`config.mk`:
```
export PLATFORM = sky130hd
export DESIGN_NAME = waveset_repeat_segmenter
export DESIGN_NICKNAME = d
export VERILOG_FILES = /design/src/rtl/wrs_pkg.sv /design/src/rtl/wrs_ram.sv /design/src/rtl/wrs_step.sv /design/src/rtl/waveset_repeat_segmenter.sv
export SDC_FILE = /design/constraint.sdc
export NUM_CORES = 2
export LEC_CHECK = 0
export BUFFER_PORTS_ARGS = -buffer_cell sky130_fd_sc_hd__clkbuf_2
export CAP_MARGIN = 25
export CORE_MARGIN = 8
export CORE_UTILIZATION = 39
export DETAILED_ROUTE_END_ITERATION = 16
export SYNTH_ARGS = -nofsm -noshare
export SYNTH_HDL_FRONTEND = slang
export SYNTH_SLANG_ARGS = --single-unit
```
`constraint.sdc`:
```
create_clock -name clk -period 15.5 [get_ports clk]
set_input_delay 3.875 -clock clk [delete_from_list [all_inputs] [get_ports clk]]
set_output_delay 3.875 -clock clk [all_outputs]
set_load 0.1 [all_outputs]
```
`src/rtl/wrs_pkg.sv`:
```
package wrs_pkg;

  localparam int SAMPLE_W = 24;
  localparam int CHAN_W   = 3;
  localparam int FRAME_W  = 24;
  localparam int POS_W    = 25;
  localparam int REPS_W   = 16;
  localparam int CFG_IDX_W  = 2;
  localparam int CFG_DATA_W = 25;

  localparam logic [REPS_W-1:0] REPS_RST       = 16'd1;
  localparam logic [POS_W-1:0]  DEST_FRAMES_RST = 25'h100_0000;

  typedef enum logic [CFG_IDX_W-1:0] {
    CFG_REPETITIONS = 2'd0,
    CFG_DEST_FRAMES = 2'd1
  } cfg_idx_t;

  typedef struct packed {
    logic signed [SAMPLE_W-1:0] sample;
    logic [CHAN_W-1:0]          channel;
    logic [FRAME_W-1:0]         frame_index;
  } in_item_t;

  typedef struct packed {
    logic [CHAN_W-1:0]  out_channel;
    logic               status;
    logic [FRAME_W-1:0] src_start;
    logic [FRAME_W-1:0] wave_length;
    logic [POS_W-1:0]   dest_start;
  } out_item_t;

  // per-channel state word kept in the memory
  typedef struct packed {
    logic               positive_phase;
    logic               crossing_seen;
    logic [FRAME_W-1:0] last_crossing;
    logic [POS_W-1:0]   write_position;
    logic               halted;
  } chan_state_t;

  typedef struct packed {
    logic wr_en;
    logic res_valid;
  } step_ctl_t;

endpackage

```
`src/rtl/wrs_ram.sv`:
```
module wrs_ram #(
  parameter int WIDTH = 8,
  parameter int DEPTH = 8
) (
  input  logic                                   clk,
  input  logic                                   we,
  input  logic [(DEPTH > 1 ? $clog2(DEPTH) : 1)-1:0] waddr,
  input  logic [WIDTH-1:0]                       wdata,
  input  logic                                   re,
  input  logic [(DEPTH > 1 ? $clog2(DEPTH) : 1)-1:0] raddr,
  output logic [WIDTH-1:0]                       rdata
);

  logic [WIDTH-1:0] mem [DEPTH];
  logic [WIDTH-1:0] rdata_r;

  always_ff @(posedge clk) begin
    if (we) begin
      mem[waddr] <= wdata;
    end
    if (re) begin
      rdata_r <= mem[raddr];
    end
  end

  assign rdata = rdata_r;

endmodule

```
`src/rtl/wrs_step.sv`:
```
module wrs_step import wrs_pkg::*; #(
  parameter int FRAME_BITS = 24
) (
  input  in_item_t          item,
  input  chan_state_t       cur,
  input  logic [REPS_W-1:0] repetitions,
  input  logic [POS_W-1:0]  dest_frames,
  output chan_state_t       nxt,
  output step_ctl_t         ctl,
  output out_item_t         res
);

  localparam int FW = FRAME_BITS < FRAME_W ? FRAME_BITS : FRAME_W;
  localparam logic [FRAME_W-1:0] FMASK = FRAME_W'((64'd1 << FW) - 64'd1);
  // length wraps at FRAME_BITS, which may be wider than the frame field
  localparam int LEN_W  = FRAME_BITS > FRAME_W ? FRAME_BITS : FRAME_W;
  localparam logic [LEN_W-1:0] LMASK = LEN_W'((64'd1 << FRAME_BITS) - 64'd1);
  localparam int MUL_W  = LEN_W + REPS_W;
  localparam int NEED_W = MUL_W + 1;

  logic [FRAME_W-1:0] frame;
  logic               negative;
  logic               zero;
  logic [REPS_W-1:0]  reps;
  logic [LEN_W-1:0]   len;
  logic [MUL_W-1:0]   prod;
  logic [NEED_W-1:0]  need;
  logic               over;

  assign frame    = item.frame_index & FMASK;
  assign negative = item.sample[SAMPLE_W-1];
  assign zero     = (item.sample == '0);
  assign reps     = (repetitions == '0) ? REPS_RST : repetitions;
  assign len      = (LEN_W'(frame) - LEN_W'(cur.last_crossing)) & LMASK;
  assign prod     = MUL_W'(len) * MUL_W'(reps);
  assign need     = NEED_W'(prod) + NEED_W'(cur.write_position);
  assign over     = need > NEED_W'(dest_frames);

  always_comb begin
    nxt           = cur;
    ctl.wr_en     = 1'b0;
    ctl.res_valid = 1'b0;
    res.out_channel = item.channel;
    res.status      = over;
    res.src_start   = cur.last_crossing;
    res.wave_length = len[FRAME_W-1:0];
    res.dest_start  = cur.write_position;
    if (frame == '0) begin
      // channel restart; a zero sample counts as the first crossing
      nxt                = '0;
      nxt.positive_phase = !negative;
      nxt.crossing_seen  = zero;
      ctl.wr_en          = 1'b1;
    end else if (!cur.halted) begin
      if (cur.positive_phase) begin
        if (negative) begin
          nxt.positive_phase = 1'b0;
          ctl.wr_en          = 1'b1;
        end
      end else if (!negative) begin
        ctl.wr_en          = 1'b1;
        if (!cur.crossing_seen) begin
          nxt.crossing_seen  = 1'b1;
          nxt.positive_phase = 1'b1;
          nxt.last_crossing  = frame;
        end else begin
          ctl.res_valid = 1'b1;
          if (over) begin
            nxt.halted = 1'b1;
          end else begin
            nxt.write_position = need[POS_W-1:0];
            nxt.positive_phase = 1'b1;
            nxt.last_crossing  = frame;
          end
        end
      end
    end
  end

endmodule

```
`src/rtl/waveset_repeat_segmenter.sv`:
```
// channel   direction  payload       handshake
// in_       input      in_item_t     in_valid / in_ready
// out_      output     out_item_t    out_valid / out_ready
// cfg_      input      index, data   cfg_valid / cfg_ready (always ready)
//
// one item per cycle sustained while the output is not stalled
// an item passes the state memory read, then the update stage into the output register
// the same channel back to back is served by a bypass of the last write-back
// reset (synchronous, rst_n low) clears per-channel valid bits; state reads zero until written
// a stalled output holds the update stage, which in turn holds in_ready low
module waveset_repeat_segmenter import wrs_pkg::*; #(
  parameter int MAX_CHANNELS = 8,
  parameter int FRAME_BITS   = 24
) (
  input  logic                  clk,
  input  logic                  rst_n,
  input  logic                  in_valid,
  output logic                  in_ready,
  input  in_item_t              in_item,
  output logic                  out_valid,
  input  logic                  out_ready,
  output out_item_t             out_item,
  input  logic                  cfg_valid,
  output logic                  cfg_ready,
  input  logic [CFG_IDX_W-1:0]  cfg_index,
  input  logic [CFG_DATA_W-1:0] cfg_data
);

  localparam int AW = MAX_CHANNELS > 1 ? $clog2(MAX_CHANNELS) : 1;
  localparam int SW = $bits(chan_state_t);

  logic [REPS_W-1:0] reps_r;
  logic [POS_W-1:0]  dest_frames_r;

  logic              s1_valid_r;
  in_item_t          s1_item_r;
  logic              s1_in_range_r;
  logic [AW-1:0]     s1_addr_r;

  logic              byp_valid_r;
  logic [AW-1:0]     byp_addr_r;
  chan_state_t       byp_data_r;

  logic [MAX_CHANNELS-1:0] ent_valid_r;

  logic              out_valid_r;
  out_item_t         out_item_r;

  logic              in_fire;
  logic              s1_fire;
  logic              in_range;
  logic [AW-1:0]     in_addr;
  logic [SW-1:0]     ram_rdata;
  chan_state_t       cur;
  chan_state_t       nxt;
  step_ctl_t         ctl;
  out_item_t         res;
  logic              ram_we;

  assign cfg_ready = 1'b1;

  always_ff @(posedge clk) begin
    if (!rst_n) begin
      reps_r        <= REPS_RST;
      dest_frames_r <= DEST_FRAMES_RST;
    end else if (cfg_valid) begin
      case (cfg_index)
        CFG_REPETITIONS: reps_r        <= cfg_data[REPS_W-1:0];
        CFG_DEST_FRAMES: dest_frames_r <= cfg_data[POS_W-1:0];
        default: ;
      endcase
    end
  end

  assign s1_fire  = s1_valid_r && (!out_valid_r || out_ready);
  assign in_ready = !s1_valid_r || s1_fire;
  assign in_fire  = in_valid && in_ready;
  assign in_range = 32'(in_item.channel) < MAX_CHANNELS;
  assign in_addr  = AW'(in_item.channel);

  wrs_ram #(
    .WIDTH(SW),
    .DEPTH(MAX_CHANNELS)
  ) u_state_ram (
    .clk  (clk),
    .we   (ram_we),
    .waddr(s1_addr_r),
    .wdata(nxt),
    .re   (in_fire && in_range),
    .raddr(in_addr),
    .rdata(ram_rdata)
  );

  // bypass covers a write-back at the same edge as the read
  always_comb begin
    if (byp_valid_r && byp_addr_r == s1_addr_r) begin
      cur = byp_data_r;
    end else if (ent_valid_r[s1_addr_r]) begin
      cur = chan_state_t'(ram_rdata);
    end else begin
      cur = '0;
    end
  end

  wrs_step #(
    .FRAME_BITS(FRAME_BITS)
  ) u_step (
    .item       (s1_item_r),
    .cur        (cur),
    .repetitions(reps_r),
    .dest_frames(dest_frames_r),
    .nxt        (nxt),
    .ctl        (ctl),
    .res        (res)
  );

  assign ram_we = s1_fire && s1_in_range_r && ctl.wr_en;

  always_ff @(posedge clk) begin
    if (!rst_n) begin
      s1_valid_r  <= 1'b0;
      byp_valid_r <= 1'b0;
      ent_valid_r <= '0;
      out_valid_r <= 1'b0;
    end else begin
      if (in_ready) begin
        s1_valid_r <= in_fire;
      end
      if (ram_we) begin
        byp_valid_r            <= 1'b1;
        ent_valid_r[s1_addr_r] <= 1'b1;
      end
      if (s1_fire) begin
        out_valid_r <= ctl.res_valid && s1_in_range_r;
      end else if (out_ready) begin
        out_valid_r <= 1'b0;
      end
    end
  end

  always_ff @(posedge clk) begin
    if (in_fire) begin
      s1_item_r     <= in_item;
      s1_in_range_r <= in_range;
      s1_addr_r     <= in_addr;
    end
    if (ram_we) begin
      byp_addr_r <= s1_addr_r;
      byp_data_r <= nxt;
    end
    if (s1_fire && ctl.res_valid) begin
      out_item_r <= res;
    end
  end

  assign out_valid = out_valid_r;
  assign out_item  = out_item_r;

endmodule

```
* After elaboration in Yosys (flattened, before gate mapping)
Memories as Yosys holds them, arrays and structs flattened. A register that Yosys moved wholly into a read port is not among the register bits.
Index checks and enable logic that the tools add are counted.
** Word-level totals
- Memories :: 1
- Bits of input ports :: 83
- RAM bits :: 416
- Register bits :: 235
** Operators by class
- Reduce and logical (&&, ||, !) cells :: 18
- Equal/unequal tests :: 2
- Add/sub/neg operators :: 2
- Bitwise gates (word level) :: 1
- Mux-type cells :: 31
- Magnitude comparators :: 3
- Multipliers :: 1
** Memory list
- u_state_ram.mem :: depth 8, bits a word 52, read ports 1, clocked after Yosys merged registers in 1, wr ports 1, line wrs_ram.sv:14 : logic [WIDTH-1:0] mem [DEPTH];
** Operators by type and width (number)
- $mux W52 :: 5
- $mux W51 :: 1
- $mux W49 :: 1
- $logic_not A24 Y1 :: 2
- $add A40 B25 Y41 :: 1
- $gt A41 B25 Y1 :: 1
- $mul A24 B16 Y40 :: 1
- $mux W26 :: 1
- $mux W24 :: 1
- $sub A24 B24 Y24 :: 1
- $mux W1 :: 17
- $logic_not A16 Y1 :: 1
- $mux W16 :: 1
- $or A8 B8 Y8 :: 1
- $logic_and A1 B1 Y1 :: 6
- $lt A3 B4 Y1 const B :: 1
- $mux W2 :: 2
- $reduce_and A2 Y1 :: 2
- $bmux W1 S3 :: 1
- $demux W1 S3 :: 1
- $eq A3 B3 Y1 :: 1
- $ge A3 B1 Y1 const B :: 1
- $logic_not A1 Y1 :: 3
- $eq A2 B1 Y1 const B :: 1
- 3 further kinds :: 4

* Logic depth before layout (Yosys ltp)
- Word-level depth :: 14
- Mapped depth :: 54
- Mapped depth without buffers :: 48

* By module
From an unflattened synthesis, not the netlist that was laid out.
** Unflattened totals
- Cells, all modules :: 3301
- Area total of the unflattened synthesis :: 42639.6 µm²
** By module, submodules not included
- wrs_ram :: sequential area each 14053.5 µm², cells an instance 667, area each 17264.1 µm², instances 1
- wrs_step :: sequential area each 0.0 µm², cells an instance 2148, area each 17262.8 µm², instances 1
- waveset_repeat_segmenter :: sequential area each 6536.3 µm², cells an instance 486, area each 8112.8 µm², instances 1

* Least setup slack after synthesis
No wires, ideal clock.
- Path kind :: register to register
- From :: register s1_addr_r[1]
- To :: register byp_data_r[15] in the netlist's numbering (data pin)
- Stages on the path, launching flop included :: 51
- Slack :: 3.256 ns
- Data arrival time :: 12.003 ns
- Library setup time :: 0.241 ns
- Data required time :: 15.259 ns
- Path through :: edfxtp_1 -> buf_4 -> or4b_1 -> o311a_1 -> a21oi_1 -> buf_2 -> buf_1 -> a22o_1 -> ha_1 -> inv_1 -> ha_1 -> inv_1 -> o2111ai_1 -> a32oi_1 -> a211oi_1 -> o211ai_1 -> o311ai_0 -> a21o_1 -> [... 15 more ...] -> nand4_2 -> or3_1 -> a2111oi_4 -> nor2_1 -> xnor2_1 -> ha_1 -> nand4_1 -> inv_1 -> a221oi_1 -> nand2_1 -> o21a_1 -> a2111oi_0 -> nand4_1 -> nor4_4 -> nand2_1 -> nor2_4 -> buf_6 -> mux2i_1
** RTL lines
- start, declared :: line waveset_repeat_segmenter.sv:38 : logic [AW-1:0] s1_addr_r;
- start signal, assigned :: line waveset_repeat_segmenter.sv:145 : s1_addr_r <= in_addr;
- end signal, assigned :: line waveset_repeat_segmenter.sv:149 : byp_data_r <= nxt;
- end, declared :: line waveset_repeat_segmenter.sv:42 : chan_state_t byp_data_r;

==> out/summary.json <==
{
  "finish": {
    "seqCellArea_um2": 20600,
    "final_core_utilization_pct": 44.3,
    "final_layout_size_suffix_gt1_share_pct": 16.2,
    "diodes": 0,
    "mostFrequentLayoutCells": "sky130_fd_sc_hd__edfxtp_1, sky130_fd_sc_hd__inv_1, sky130_fd_sc_hd__nand2_1",
    "multi_input_gate_area_in_the_final_layout_um2": 19100,
    "fillerInstances": 9759,
    "layout.nets": 3979,
    "leading_cell_type_in_the_layout_fill_and_taps_excluded": "sky130_fd_sc_hd__edfxtp_1",
    "synthToLayoutAreaGrowth_pct": 12.8
  },
  "floorplan": {
    "initial_core_util_pct": 39.2,
    "die-area_um2": 118000,
    "chipWidth_um": 344,
    "std_cell_rows": 120,
    "die_y_um": 344,
    "ioPinCount": 163,
    "placeableCoreArea_um2": 107000
  },
  "timing": {
    "whs_ns": 0.464,
    "finalClockSkew_ns": 0.0398,
    "max_slew_margin_pct": 29.8,
    "final_hold_viols": 0,
    "max_slew.worst_pin.slew_ns": 1.05,
    "max_clock_freq_mhz": 69.0,
    "rsz_0062_raised_after_global_routing": "no",
    "setup_tns_ns": 0,
    "finalMaxSlewViolations": 0,
    "period_utilisation_layout_pct": 93.6,
    "final_critical_path_setup_slack_ns": 0.999,
    "finalWorstPathRequiredPeriod_ns": 14.50,
    "setup_violations": 0
  },
  "hold_path": {
    "origin_of_the_worst_min_delay_path": "dest_frames_r[8]",
    "holdCritPathClass": "flop to flop",
    "worst_hold_path.endpoint": "dest_frames_r[8]",
    "min_path_cells": 2
  },
  "placed_design": {
    "post-dp-hpwl_um": 78700,
    "buffers_on_ports": 161,
    "routabilityCongestion": 0.934,
    "detailedPlace.worstSlack_ns": 1.06
  },
  "synth": {
    "yosys-top-cells-area": "sky130_fd_sc_hd__edfxtp_1, sky130_fd_sc_hd__fa_1, sky130_fd_sc_hd__mux4_2",
    "synth_async_sr_flop_share_pct": 0,
    "syn_area_um2": 42000,
    "avgSynthCellArea_um2": 13.0,
    "number_of_flops_mapped_to_enable_cells_by_yosys": 651,
    "syn_nets": 3812,
    "synth.yosys.seq_area_share_pct": 49.1,
    "post_synth_inst_count": 3239,
    "synth_cell_type_count": 90,
    "number_of_warning_messages_in_the_yosys_log": 0,
    "synth_seq_cells": 703,
    "synth_top_flop_cell": "sky130_fd_sc_hd__edfxtp_1",
    "yosys.area.top_type_share_pct": 46.6,
    "synthDominantAreaCellType": "sky130_fd_sc_hd__edfxtp_1"
  },
  "worst_setup_path": {
    "worst-path-stages": 46,
    "reg2reg_from": "s1_addr_r[2]",
    "path_buf_inv": 7,
    "r2r_cells": 46,
    "critPathSlowestCell": "sky130_fd_sc_hd__nor2_4",
    "arrival_ns": 14.84,
    "crit_path_max_fanout": 18,
    "worst_r2r_endpoint": "u_state_ram.mem[7][15]",
    "worstSetupPathType": "flop to flop",
    "worst_ep_required_time_ns": 15.83,
    "timing.critical_path.max_delay_family": "compound AO/OA/AOI/OAI gates",
    "r2r_setup_slack_ns": 1.0,
    "slowest_stage_delay_on_critical_path_ns": 0.87,
    "setup.worst_path.start_class": "flop",
    "sort_of_element_at_the_end_of_the_critical_path": "flop"
  },
  "pwr": {
    "pwr_density_cell_nw_per_um2": 114,
    "static-leakage-power_nw": 18.9,
    "largest_vdd_supply_drop_v": 0.0000795,
    "power.internal_mw": 3.64,
    "p_clk_share_pct": 31.9,
    "seq_power_share_pct": 40.0,
    "fin_total_pwr_mw": 5.39,
    "power.share.switching_pct": 32.5,
    "switching_power_mw": 1.75,
    "comb_power_share_pct": 28.1
  },
  "route": {
    "vias_per_cell": 5.38,
    "drt.antenna.violating_nets": 0,
    "drcViolationCount": 0,
    "met2RoutedLength_um": 52700,
    "highest-signal-layer": "met4",
    "initialDrtViolationCount": 2172,
    "routedLengthMet1_um": 49700,
    "met3_length_um": 8650,
    "avgRoutedWirePerCell_um": 23.4,
    "detailroute.via_count": 26200,
    "dr.pass1.iters": 6,
    "post_route_wl_um": 114000
  },
  "clock_network": {
    "ctsLongestPathBuffers": 3,
    "cts.clk_slew.worst_paths_ns": 0.06,
    "cts-htree-levels": 3,
    "cts-hold-fix-buffers": 0,
    "clk-insertion-delay-late_ns": 0.65,
    "cts_sinks": 703,
    "clk_root_buffer_cell": "sky130_fd_sc_hd__clkbuf_16",
    "tritoncts_clock_tree": "done",
    "cts_buffers": 75
  },
  "global_routing": {
    "largest_net_degree_at_the_start_of_global_routing": 62,
    "grt_pass1_vias": 27300,
    "groute.usage.overall_pct": 19.2,
    "antenna_found_initial": 1,
    "gr-total-overflow": 0,
    "first_pass_grt_wire_length_um": 172000
  },
  "flow_run": {
    "maxCapViolations": 0
  },
  "run_status": {
    "result_of_the_run": "completed"
  }
}
Yosys cell counts, types with 42 or more instances:
library cell / count
sky130_fd_sc_hd__o21ai_0: 48
sky130_fd_sc_hd__dfxtp_1: 52
sky130_fd_sc_hd__a21boi_0: 42
sky130_fd_sc_hd__clkbuf_1: 119
sky130_fd_sc_hd__fa_1: 332
sky130_fd_sc_hd__edfxtp_1: 651
sky130_fd_sc_hd__inv_1: 480
sky130_fd_sc_hd__ha_1: 158
sky130_fd_sc_hd__mux2_2: 53
sky130_fd_sc_hd__nand2_1: 382
sky130_fd_sc_hd__a21oi_1: 85
sky130_fd_sc_hd__mux4_2: 104
sky130_fd_sc_hd__and2_1: 181
sky130_fd_sc_hd__nor2_1: 51
per-stage QoR:
stage          instance area [µm²]  cells
3_3_place_gp                 44600   4712
6_report                     47300   4867
3_5_place_dp                 44900   4723
2_1_floorplan                42000   3239
5_1_grt                      47300   4867
4_1_cts                      47200   4858
cell families (layout without fill, tap and decap cells):
| kind of cell | Yosys count | count (layout) | share of synthesized area, % |
|---|---|---|---|
| adders and majority gates | 492 | 492 | 20.6 |
| xor gates and xnor gates | 58 | 58 | 1.21 |
| DFF | 703 | 703 | 49.1 |
| AOI/OAI and AO/OA | 409 | 409 | 6.86 |
| other | 1 | 1 | 0.00894 |
| muxes | 185 | 185 | 7.69 |
| buffers and inverters | 639 | 864 | 5.85 |
| and+or+nand+nor | 752 | 752 | 8.70 |
sequential cells by signal, summed over array words and instances (netlist names), 3 cells and up:
| register | cells |
|---|---|
| u_state_ram.mem | 416 |
| out_item | 77 |
| byp_data_r | 52 |
| u_state_ram.rdata | 52 |
| s1_item_r | 48 |
| dest_frames_r | 25 |
| reps_r | 16 |
| ent_valid_r | 8 |
| byp_addr_r | 3 |
| s1_addr_r | 3 |
cell type report:
class                           count  share of cell area, %
Clock buffer                       91                   4.18
Multi-Input combinational cell   1897                   40.5
Timing Repair Buffer              249                   3.62
Tap cell                         1403                   3.71
Sequential cell                   703                   43.5
Clock inverter                     44                  0.709
Inverter                          480                   3.81
routing by layer:
metal,up-vias,GRT usage [%]
met5,-,0
met4,0,5.77
met3,164,3.30
met2,938,30.5
met1,13600,27.1
li1,11500,-
power by group through the flow:
stage	clock (mW)	sequential, mW	combinational [mW]
5_1_grt	1.82	2.16	1.69
6_report	1.72	2.16	1.52
2_1_floorplan	0	2.18	1.03
3_3_place_gp	0	2.20	1.47
4_1_cts	1.75	2.16	1.50
3_5_place_dp	0	2.20	1.48
worst reg2reg max path, delay by kind of cell, from the launching register on:
kind / cells / cell delay, ns
adder cells (fa/ha/maj): 10 / 4.11
buffers and inverters: 7 / 0.57
AND/OR/NAND/NOR: 8 / 2.71
flip-flops: 1 / 0.62
AO/OA/AOI/OAI: 18 / 5.05
XOR/XNOR: 2 / 0.41
multiplexers: 1 / 0.72
worst max path at each step:
| stage | from | to | slack [ns] |
|---|---|---|---|
| 2_1_floorplan | s1_addr_r[1] | byp_data_r[15] | 3.26 |
| 3_3_place_gp | s1_addr_r[2] | u_state_ram.mem[6][25] | 1.24 |
| 3_5_place_dp | s1_addr_r[2] | u_state_ram.mem[6][15] | 1.06 |
| 4_1_cts | s1_addr_r[2] | u_state_ram.mem[6][7] | 0.99 |
| 5_1_grt | s1_addr_r[2] | u_state_ram.mem[6][7] | 0.04 |
| 6_report | s1_addr_r[2] | u_state_ram.mem[7][15] | 1.0 |
timing repair:
action / CTS / global route
endpoints found under the hold margin: 0 / 0
endpoints found under the setup margin: 0 / 153
gates resized for setup: 0 / 0
setup buffers: 0 / 3
Power figures use the tool's default switching activity.
